`config.mk`:
```
export PLATFORM = sky130hd
export DESIGN_NAME = h264_sei_user_data_stripper_core
export DESIGN_NICKNAME = d
export VERILOG_FILES = /design/src/rtl/hsuds_pkg.sv /design/src/rtl/hsuds_filter.sv /design/src/rtl/h264_sei_user_data_stripper_core.sv
export SDC_FILE = /design/constraint.sdc
export NUM_CORES = 1
export LEC_CHECK = 0
export ABC_AREA = 1
export BUFFER_PORTS_ARGS = -buffer_cell sky130_fd_sc_hd__buf_2
export CORE_UTILIZATION = 45
export CTS_CLUSTER_SIZE = 8
export DETAILED_ROUTE_END_ITERATION = 12
export PLACE_DENSITY = 0.76
export SLEW_MARGIN = 15
export SYNTH_ARGS = -nofsm -noshare
export SYNTH_HDL_FRONTEND = slang
export SYNTH_SLANG_ARGS = --single-unit
```
`constraint.sdc`:
```
create_clock -name clk -period 6.9 [get_ports clk]
set_clock_uncertainty 0.15 [all_clocks]
set_input_delay 0.345 -clock clk [delete_from_list [all_inputs] [get_ports clk]]
set_output_delay 0.345 -clock clk [all_outputs]
set_load 0.01 [all_outputs]
```
`src/rtl/hsuds_pkg.sv`:
```
package hsuds_pkg;

    localparam int OUT_FIFO_DEPTH = 4;

    localparam int ADDR_W = 4;
    localparam int DATA_W = 32;

    localparam logic [1:0] REG_FILTER_ENABLE = 2'd0;
    localparam logic [1:0] REG_NAL_TYPE      = 2'd1;
    localparam logic [1:0] REG_PAYLOAD_TYPE  = 2'd2;

    localparam logic       FILTER_ENABLE_RST = 1'b1;
    localparam logic [4:0] NAL_TYPE_RST      = 5'd6;
    localparam logic [7:0] PAYLOAD_TYPE_RST  = 8'd5;

    localparam logic [4:0] NAL_TYPE_MASK = 5'h1f;
    localparam logic [1:0] ZERO_RUN_MAX  = 2'd2;
    localparam logic [7:0] START_CODE_END = 8'h01;

    localparam logic [1:0] PHASE_BODY   = 2'd0;
    localparam logic [1:0] PHASE_HEADER = 2'd1;
    localparam logic [1:0] PHASE_HELD   = 2'd2;

    typedef struct packed {
        logic       filter_enable;
        logic [4:0] nal_type_match;
        logic [7:0] payload_type_match;
    } cfg_t;

    typedef struct packed {
        logic [7:0] out_byte;
        logic       byte_valid;
        logic       packet_end;
        logic       run_last;
    } result_t;

    typedef struct packed {
        logic [1:0] count;
        result_t    first;
        result_t    second;
    } filter_out_t;

endpackage

```
`src/rtl/hsuds_filter.sv`:
```
module hsuds_filter
    import hsuds_pkg::*;
(
    input  logic        clk,
    input  logic        rst_n,
    input  logic        accept,
    input  logic [7:0]  data_byte,
    input  logic        packet_last,
    input  cfg_t        cfg,
    output filter_out_t res
);

    logic [1:0] phase_reg;
    logic [1:0] phase_next;
    logic [1:0] zero_run_reg;
    logic [1:0] zero_run_next;
    logic       dropping_reg;
    logic       dropping_next;
    logic [7:0] held_header_reg;
    logic [7:0] held_header_next;

    function automatic logic [1:0] count_zero(input logic [1:0] run, input logic [7:0] b);
        logic [1:0] r;
        if (b == 8'd0)
        begin
            r = (run < ZERO_RUN_MAX) ? run + 2'd1 : run;
        end
        else
        begin
            r = 2'd0;
        end
        return r;
    endfunction

    function automatic result_t data_result(input logic [7:0] b);
        result_t r;
        r.out_byte   = b;
        r.byte_valid = 1'b1;
        r.packet_end = 1'b0;
        r.run_last   = 1'b0;
        return r;
    endfunction

    always_comb
    begin
        logic start;
        logic match;
        phase_next       = phase_reg;
        zero_run_next    = zero_run_reg;
        dropping_next    = dropping_reg;
        held_header_next = held_header_reg;
        res              = '0;
        start            = 1'b0;
        match            = 1'b0;

        if (!cfg.filter_enable)
        begin
            if (phase_reg == PHASE_HELD)
            begin
                res.first  = data_result(held_header_reg);
                res.second = data_result(data_byte);
                res.count  = 2'd2;
            end
            else
            begin
                res.first = data_result(data_byte);
                res.count = 2'd1;
            end
            phase_next    = PHASE_BODY;
            zero_run_next = 2'd0;
            dropping_next = 1'b0;
        end
        else if (phase_reg == PHASE_HEADER)
        begin
            zero_run_next    = count_zero(zero_run_reg, data_byte);
            held_header_next = data_byte;
            phase_next       = PHASE_HELD;
            if (packet_last)
            begin
                res.first = data_result(data_byte);
                res.count = 2'd1;
            end
        end
        else if (phase_reg == PHASE_HELD)
        begin
            match = ((held_header_reg[4:0] & NAL_TYPE_MASK) == cfg.nal_type_match)
                    && (data_byte == cfg.payload_type_match);
            zero_run_next = count_zero(zero_run_reg, data_byte);
            phase_next    = PHASE_BODY;
            if (match)
            begin
                dropping_next = 1'b1;
                if (packet_last)
                begin
                    res.count = 2'd1;
                end
            end
            else
            begin
                res.first  = data_result(held_header_reg);
                res.second = data_result(data_byte);
                res.count  = 2'd2;
            end
        end
        else
        begin
            start         = (zero_run_reg == ZERO_RUN_MAX) && (data_byte == START_CODE_END);
            zero_run_next = count_zero(zero_run_reg, data_byte);
            if (start)
            begin
                dropping_next = 1'b0;
                phase_next    = PHASE_HEADER;
                zero_run_next = 2'd0;
            end
            if (!dropping_reg)
            begin
                res.first = data_result(data_byte);
                res.count = 2'd1;
            end
            else if (packet_last)
            begin
                res.count = 2'd1;
            end
        end

        if (res.count == 2'd1)
        begin
            res.first.run_last   = 1'b1;
            res.first.packet_end = packet_last;
        end
        else if (res.count == 2'd2)
        begin
            res.second.run_last   = 1'b1;
            res.second.packet_end = packet_last;
        end

        if (packet_last)
        begin
            phase_next    = PHASE_BODY;
            zero_run_next = 2'd0;
            dropping_next = 1'b0;
        end
    end

    always_ff @(posedge clk or negedge rst_n)
    begin
        if (!rst_n)
        begin
            phase_reg    <= PHASE_BODY;
            zero_run_reg <= 2'd0;
            dropping_reg <= 1'b0;
        end
        else if (accept)
        begin
            phase_reg    <= phase_next;
            zero_run_reg <= zero_run_next;
            dropping_reg <= dropping_next;
        end
    end

    always_ff @(posedge clk)
    begin
        if (accept)
        begin
            held_header_reg <= held_header_next;
        end
    end

endmodule

```
`src/rtl/h264_sei_user_data_stripper_core.sv`:
```
// h264 annex b sei filter: drops nal units whose type and first payload byte
// match the configured values, from the header up to the next start code
// input stream: s_tdata carries one packet byte, s_tlast marks the packet end
// output stream: m_tdata is the kept byte, m_tuser[0] says a byte is present
// (clear on a bare end marker), m_tuser[1] marks the last result of an input
// byte, m_tlast marks the final result of the packet
// apb port: filter_enable at 0x0, nal_type_match at 0x4, payload_type_match
// at 0x8; write only while the stream is idle
// latency: a result appears on m_* one cycle after its input transfer
// throughput: one byte per cycle; a byte can give zero, one or two results,
// and results wait in a small output queue, so s_tready drops only when the
// queue cannot take two more results (two-result bytes under a stalled sink)
// a stalled sink fills the queue and then holds off the source; nothing lost
// reset clears scan state, queue and registers to their defaults
module h264_sei_user_data_stripper_core
    import hsuds_pkg::*;
#(
    parameter int FIFO_DEPTH = OUT_FIFO_DEPTH
)
(
    input  logic              clk,
    input  logic              rst_n,
    input  logic              s_tvalid,
    output logic              s_tready,
    input  logic [7:0]        s_tdata,   // data_byte
    input  logic              s_tlast,   // packet_last
    output logic              m_tvalid,
    input  logic              m_tready,
    output logic [7:0]        m_tdata,   // out_byte
    output logic [1:0]        m_tuser,   // byte_valid, run_last
    output logic              m_tlast,   // packet_end
    input  logic              psel,
    input  logic              penable,
    input  logic              pwrite,
    input  logic [ADDR_W-1:0] paddr,
    input  logic [DATA_W-1:0] pwdata,
    output logic [DATA_W-1:0] prdata,
    output logic              pready
);

    localparam int PTR_W = (FIFO_DEPTH > 1) ? $clog2(FIFO_DEPTH) : 1;
    localparam int CNT_W = $clog2(FIFO_DEPTH + 1);
    localparam logic [PTR_W-1:0] PTR_LAST = PTR_W'(FIFO_DEPTH - 1);
    localparam logic [CNT_W-1:0] CNT_ROOM = CNT_W'(FIFO_DEPTH - 2);

    cfg_t        cfg_reg;
    filter_out_t res;
    logic        in_xfer;
    logic        out_xfer;
    logic        cfg_write;

    result_t          queue_mem [FIFO_DEPTH];
    logic [PTR_W-1:0] wr_ptr_reg;
    logic [PTR_W-1:0] wr_ptr_next;
    logic [PTR_W-1:0] wr_ptr_plus;
    logic [PTR_W-1:0] rd_ptr_reg;
    logic [CNT_W-1:0] count_reg;
    logic [CNT_W-1:0] count_next;
    logic [1:0]       push_n;
    result_t          head;

    function automatic logic [PTR_W-1:0] ptr_inc(input logic [PTR_W-1:0] p);
        return (p == PTR_LAST) ? '0 : p + PTR_W'(1);
    endfunction

    // apb registers
    assign pready    = 1'b1;
    assign cfg_write = psel && penable && pwrite && pready;

    always_ff @(posedge clk or negedge rst_n)
    begin
        if (!rst_n)
        begin
            cfg_reg.filter_enable      <= FILTER_ENABLE_RST;
            cfg_reg.nal_type_match     <= NAL_TYPE_RST;
            cfg_reg.payload_type_match <= PAYLOAD_TYPE_RST;
        end
        else if (cfg_write)
        begin
            unique case (paddr[3:2])
                REG_FILTER_ENABLE: cfg_reg.filter_enable      <= pwdata[0];
                REG_NAL_TYPE:      cfg_reg.nal_type_match     <= pwdata[4:0];
                REG_PAYLOAD_TYPE:  cfg_reg.payload_type_match <= pwdata[7:0];
                default:           ;
            endcase
        end
    end

    always_comb
    begin
        unique case (paddr[3:2])
            REG_FILTER_ENABLE: prdata = DATA_W'(cfg_reg.filter_enable);
            REG_NAL_TYPE:      prdata = DATA_W'(cfg_reg.nal_type_match);
            REG_PAYLOAD_TYPE:  prdata = DATA_W'(cfg_reg.payload_type_match);
            default:           prdata = '0;
        endcase
    end

    // filter
    assign s_tready = (count_reg <= CNT_ROOM);
    assign in_xfer  = s_tvalid && s_tready;

    hsuds_filter u_filter (
        .clk         (clk),
        .rst_n       (rst_n),
        .accept      (in_xfer),
        .data_byte   (s_tdata),
        .packet_last (s_tlast),
        .cfg         (cfg_reg),
        .res         (res)
    );

    // output queue
    assign push_n      = in_xfer ? res.count : 2'd0;
    assign wr_ptr_plus = ptr_inc(wr_ptr_reg);
    assign out_xfer    = m_tvalid && m_tready;

    always_comb
    begin
        unique case (push_n)
            2'd1:    wr_ptr_next = wr_ptr_plus;
            2'd2:    wr_ptr_next = ptr_inc(wr_ptr_plus);
            default: wr_ptr_next = wr_ptr_reg;
        endcase
        count_next = count_reg + CNT_W'(push_n) - CNT_W'(out_xfer);
    end

    always_ff @(posedge clk)
    begin
        if (push_n != 2'd0)
        begin
            queue_mem[wr_ptr_reg] <= res.first;
        end
        if (push_n == 2'd2)
        begin
            queue_mem[wr_ptr_plus] <= res.second;
        end
    end

    always_ff @(posedge clk or negedge rst_n)
    begin
        if (!rst_n)
        begin
            wr_ptr_reg <= '0;
            rd_ptr_reg <= '0;
            count_reg  <= '0;
        end
        else
        begin
            wr_ptr_reg <= wr_ptr_next;
            count_reg  <= count_next;
            if (out_xfer)
            begin
                rd_ptr_reg <= ptr_inc(rd_ptr_reg);
            end
        end
    end

    assign head     = queue_mem[rd_ptr_reg];
    assign m_tvalid = (count_reg != '0);
    assign m_tdata  = head.out_byte;
    assign m_tuser  = {head.run_last, head.byte_valid};
    assign m_tlast  = head.packet_end;

endmodule

```
==> impl_metrics.csv <==
group,metric,value,unit
grt,grt-ovfl-total,0,
power_and_ir_drop,cellPowerDensity,310,nW/um^2
route,via_per_inst,5.11,
worst_setup_path,crit_required,6.83,ns
layout,drive_gt1_share,13.7,%
place,hpwl,7260,um
layout,diodes,0,
clocking,ctsResizeCount,0,
grt,grt_pass1_wl,16100,um
logic_synthesis,synthesis.area,4740,um^2
timing,fin_tns_setup,0,ns
place,numPortBuffers,46,
route,wirelength,9590,um
min_path,hp-class,"input pin to flip-flop",
logic_synthesis,syn_inst,569,
logic_synthesis,yosysSeqAreaShare,46.8,%
worst_setup_path,critical_path_class,"flip-flop to flip-flop",
timing,max_slew_margin,30.8,%
route,drc_errors,0,
timing,setup_viol,0,
worst_setup_path,cp_num_buf_inv,3,
clocking,cts-htree-levels,3,
clocking,clk_pin_slew,0.09,ns
floorplanning,core,10300,um^2
run_status,status,"finished, final reports clean",
floorplanning,die_area,11000,um^2
place,gp_congestion,0.858,
place,post-place-cells,725,
worst_setup_path,cp-start-kind,"flip-flop",
route,wl_per_cell,12.9,um
layout,syn_to_final_growth,7.78,%
power_and_ir_drop,p_leak,0.00215,uW
worst_setup_path,critPathArrivalTime,3.39,ns
floorplanning,die_h,105,um
layout,fin_cells,742,
clocking,cts_inserted_buffers,9,
timing,finalMaxSlewViolations,0,
logic_synthesis,yosys_warnings,0,
layout,final_cell_mix,"108 x nand2_1, 73 x o21ai_0, 53 x nand3_1",
timing,fmax,290,MHz
logic_synthesis,avgSynthCellArea,8.34,um^2
worst_setup_path,path_delay_family,"simple AND/OR/NAND/NOR gates",
worst_setup_path,worstSetupEndpointType,"flip-flop",
worst_setup_path,slowest_delay,0.63,ns
clocking,post_cts_buffers,0,
timing,hold_viol,0,
grt,grt_pass1_vias,3459,
layout,multi_input_area,2030,um^2
worst_setup_path,critical_path.slowest_cell,"ha_1",
layout,largest_reg_flops,44,
route,dr.pass1.iters,5,
layout,layout_commonest_cell,"nand2_1",
grt,grt_max_degree,43,
timing,worst_pin_slew,1.03,ns
layout,nFillCells,936,
worst_setup_path,cp_max_fo,42,
route,antenna_left,0,
floorplanning,placement_rows,37,
clocking,postCtsHoldBufs,1,
grt,antenna_found_initial,0,
timing,rsz0062_at_grt,"no",
flow_run,maxCapViolCount,0,
route,vias,3794,
floorplanning,ios,98,
timing,period_share,50.0,%
power_and_ir_drop,ir_worst_vdd,0.000108,V
layout,regArea,2220,um^2
clocking,cts.sinks,78,
timing,fin_crit,3.45,ns
clocking,cts_tree,"yes",
floorplanning,die_width,105,um
clocking,cts.path.max_buffers,2,
logic_synthesis,synth_cell_types,37,
route,drt_iter0_drc,207,
layout,nets,671,
floorplanning,initial_core_util,46.2,%
clocking,cts_root_buf,"clkbuf_8",
worst_setup_path,crit_chain,"inv_1, ha_1, nand2_1, nand2_4, clkinv_1, nand3_1, ha_1, nand2_1, clkinv_1, o21ai_0",
logic_synthesis,synth_seq_cells,78,
grt,grt_usage,18.3,%
clocking,worstSkewPairLatency,0.36,ns
[power by group]
| part | switching, uW | internal (uW) | total (uW) |
|---|---|---|---|
| Clock | 187 | 139 | 326 |
| Combinational | 378 | 208 | 586 |
| Sequential | 67.2 | 605 | 672 |
[cell families (layout without fill, tap and decap cells)]
family / after synthesis / in the layout / share of synthesized area, %
AO/OA/AOI/OAI: 121 / 121 / 13.7
XOR/XNOR: 5 / 5 / 0.923
flip-flops: 78 / 78 / 46.8
adder cells (fa/ha/maj): 18 / 18 / 4.90
buffers and inverters: 117 / 131 / 12.4
AND/OR/NAND/NOR: 228 / 228 / 21.2
other: 2 / 25 / 0.158
[final timing paths]
kind	slack (ns)	end	depth (start not counted)	from
max in group asynchronous	5.83	rd_ptr_reg[1]$_DFFE_PN0P_	2	rst_n
hold / removal	0.06	cfg_reg[2]$_DFFE_PN1P_	3	pwdata[2]
hold reg to reg	0.35	cfg_reg[9]$_DFFE_PN1P_	2	cfg_reg[9]$_DFFE_PN1P_
setup / recovery	3.45	queue_mem[3][3]$_DFFE_PP_	10	u_filter.phase_reg[0]$_DFFE_PN0P_
min in group asynchronous	0.37	cfg_reg[6]$_DFFE_PN0P_	2	rst_n
setup reg to reg	3.45	queue_mem[3][3]$_DFFE_PP_	10	u_filter.phase_reg[0]$_DFFE_PN0P_
[metal layers]
layer / GRT usage (%) / vias up / wire length (um)
met2: 31.1 / 128 / 4570
met4: 5.84 / 0 / 124
met1: 23.0 / 1733 / 4420
met3: 4.12 / 14 / 476
li1: - / 1919 / -
met5: 0 / - / 0
[per-stage QoR]
stage	hold WS (ns)	setup WS [ns]	utilization (%)	instance area (um^2)	total power [uW]
2_1_floorplan	-0.101	3.87	-	4830	1110
3_3_place_gp	0.226	3.61	47.8	4910	1230
3_5_place_dp	0.236	3.50	47.8	4910	1270
4_1_cts	0.0504	3.50	49.8	5110	1600
5_1_grt	0.0677	3.06	49.8	5110	1710
6_report	0.0553	3.45	49.8	5110	1580
[worst min-delay path: cells and delay by family]
kind,cells,cell delay (ns)
buffers and inverters,2,0.14
AOI/OAI and AO/OA,1,0.08
[Yosys cell counts, drive strengths merged]
master / number / area [um^2]
a21oi: 14 / 70.1
clkbuf: 13 / 48.8
nand4: 2 / 12.5
and3: 1 / 6.26
ha: 17 / 213
nand3b: 8 / 60.1
a21boi: 1 / 7.51
inv: 59 / 221
dfrtp: 21 / 526
nand2: 110 / 428
a31oi: 1 / 6.26
conb: 2 / 7.51
buf: 40 / 298
nor3: 3 / 15.0
or2: 1 / 6.26
nor2: 48 / 190
o211ai: 7 / 52.6
edfxtp: 52 / 1560
o221ai: 1 / 8.76
fa: 1 / 20.0
o21ai: 83 / 415
o22ai: 14 / 87.6
clkinv: 5 / 18.8
dfstp: 5 / 131
nor4: 1 / 6.26
nand3: 54 / 283
xnor2: 4 / 35.0
xor2: 1 / 8.76
[final cells by class]
class,instances,share of cell area [%]
multi-input cells,397,39.6
repair buffers,51,5.29
well taps,136,3.33
clock buffers,9,2.42
inverters,64,4.70
flip-flops and latches,78,43.4
clock inverters,7,1.27
Note: power is estimated with default switching activity, not from simulation.
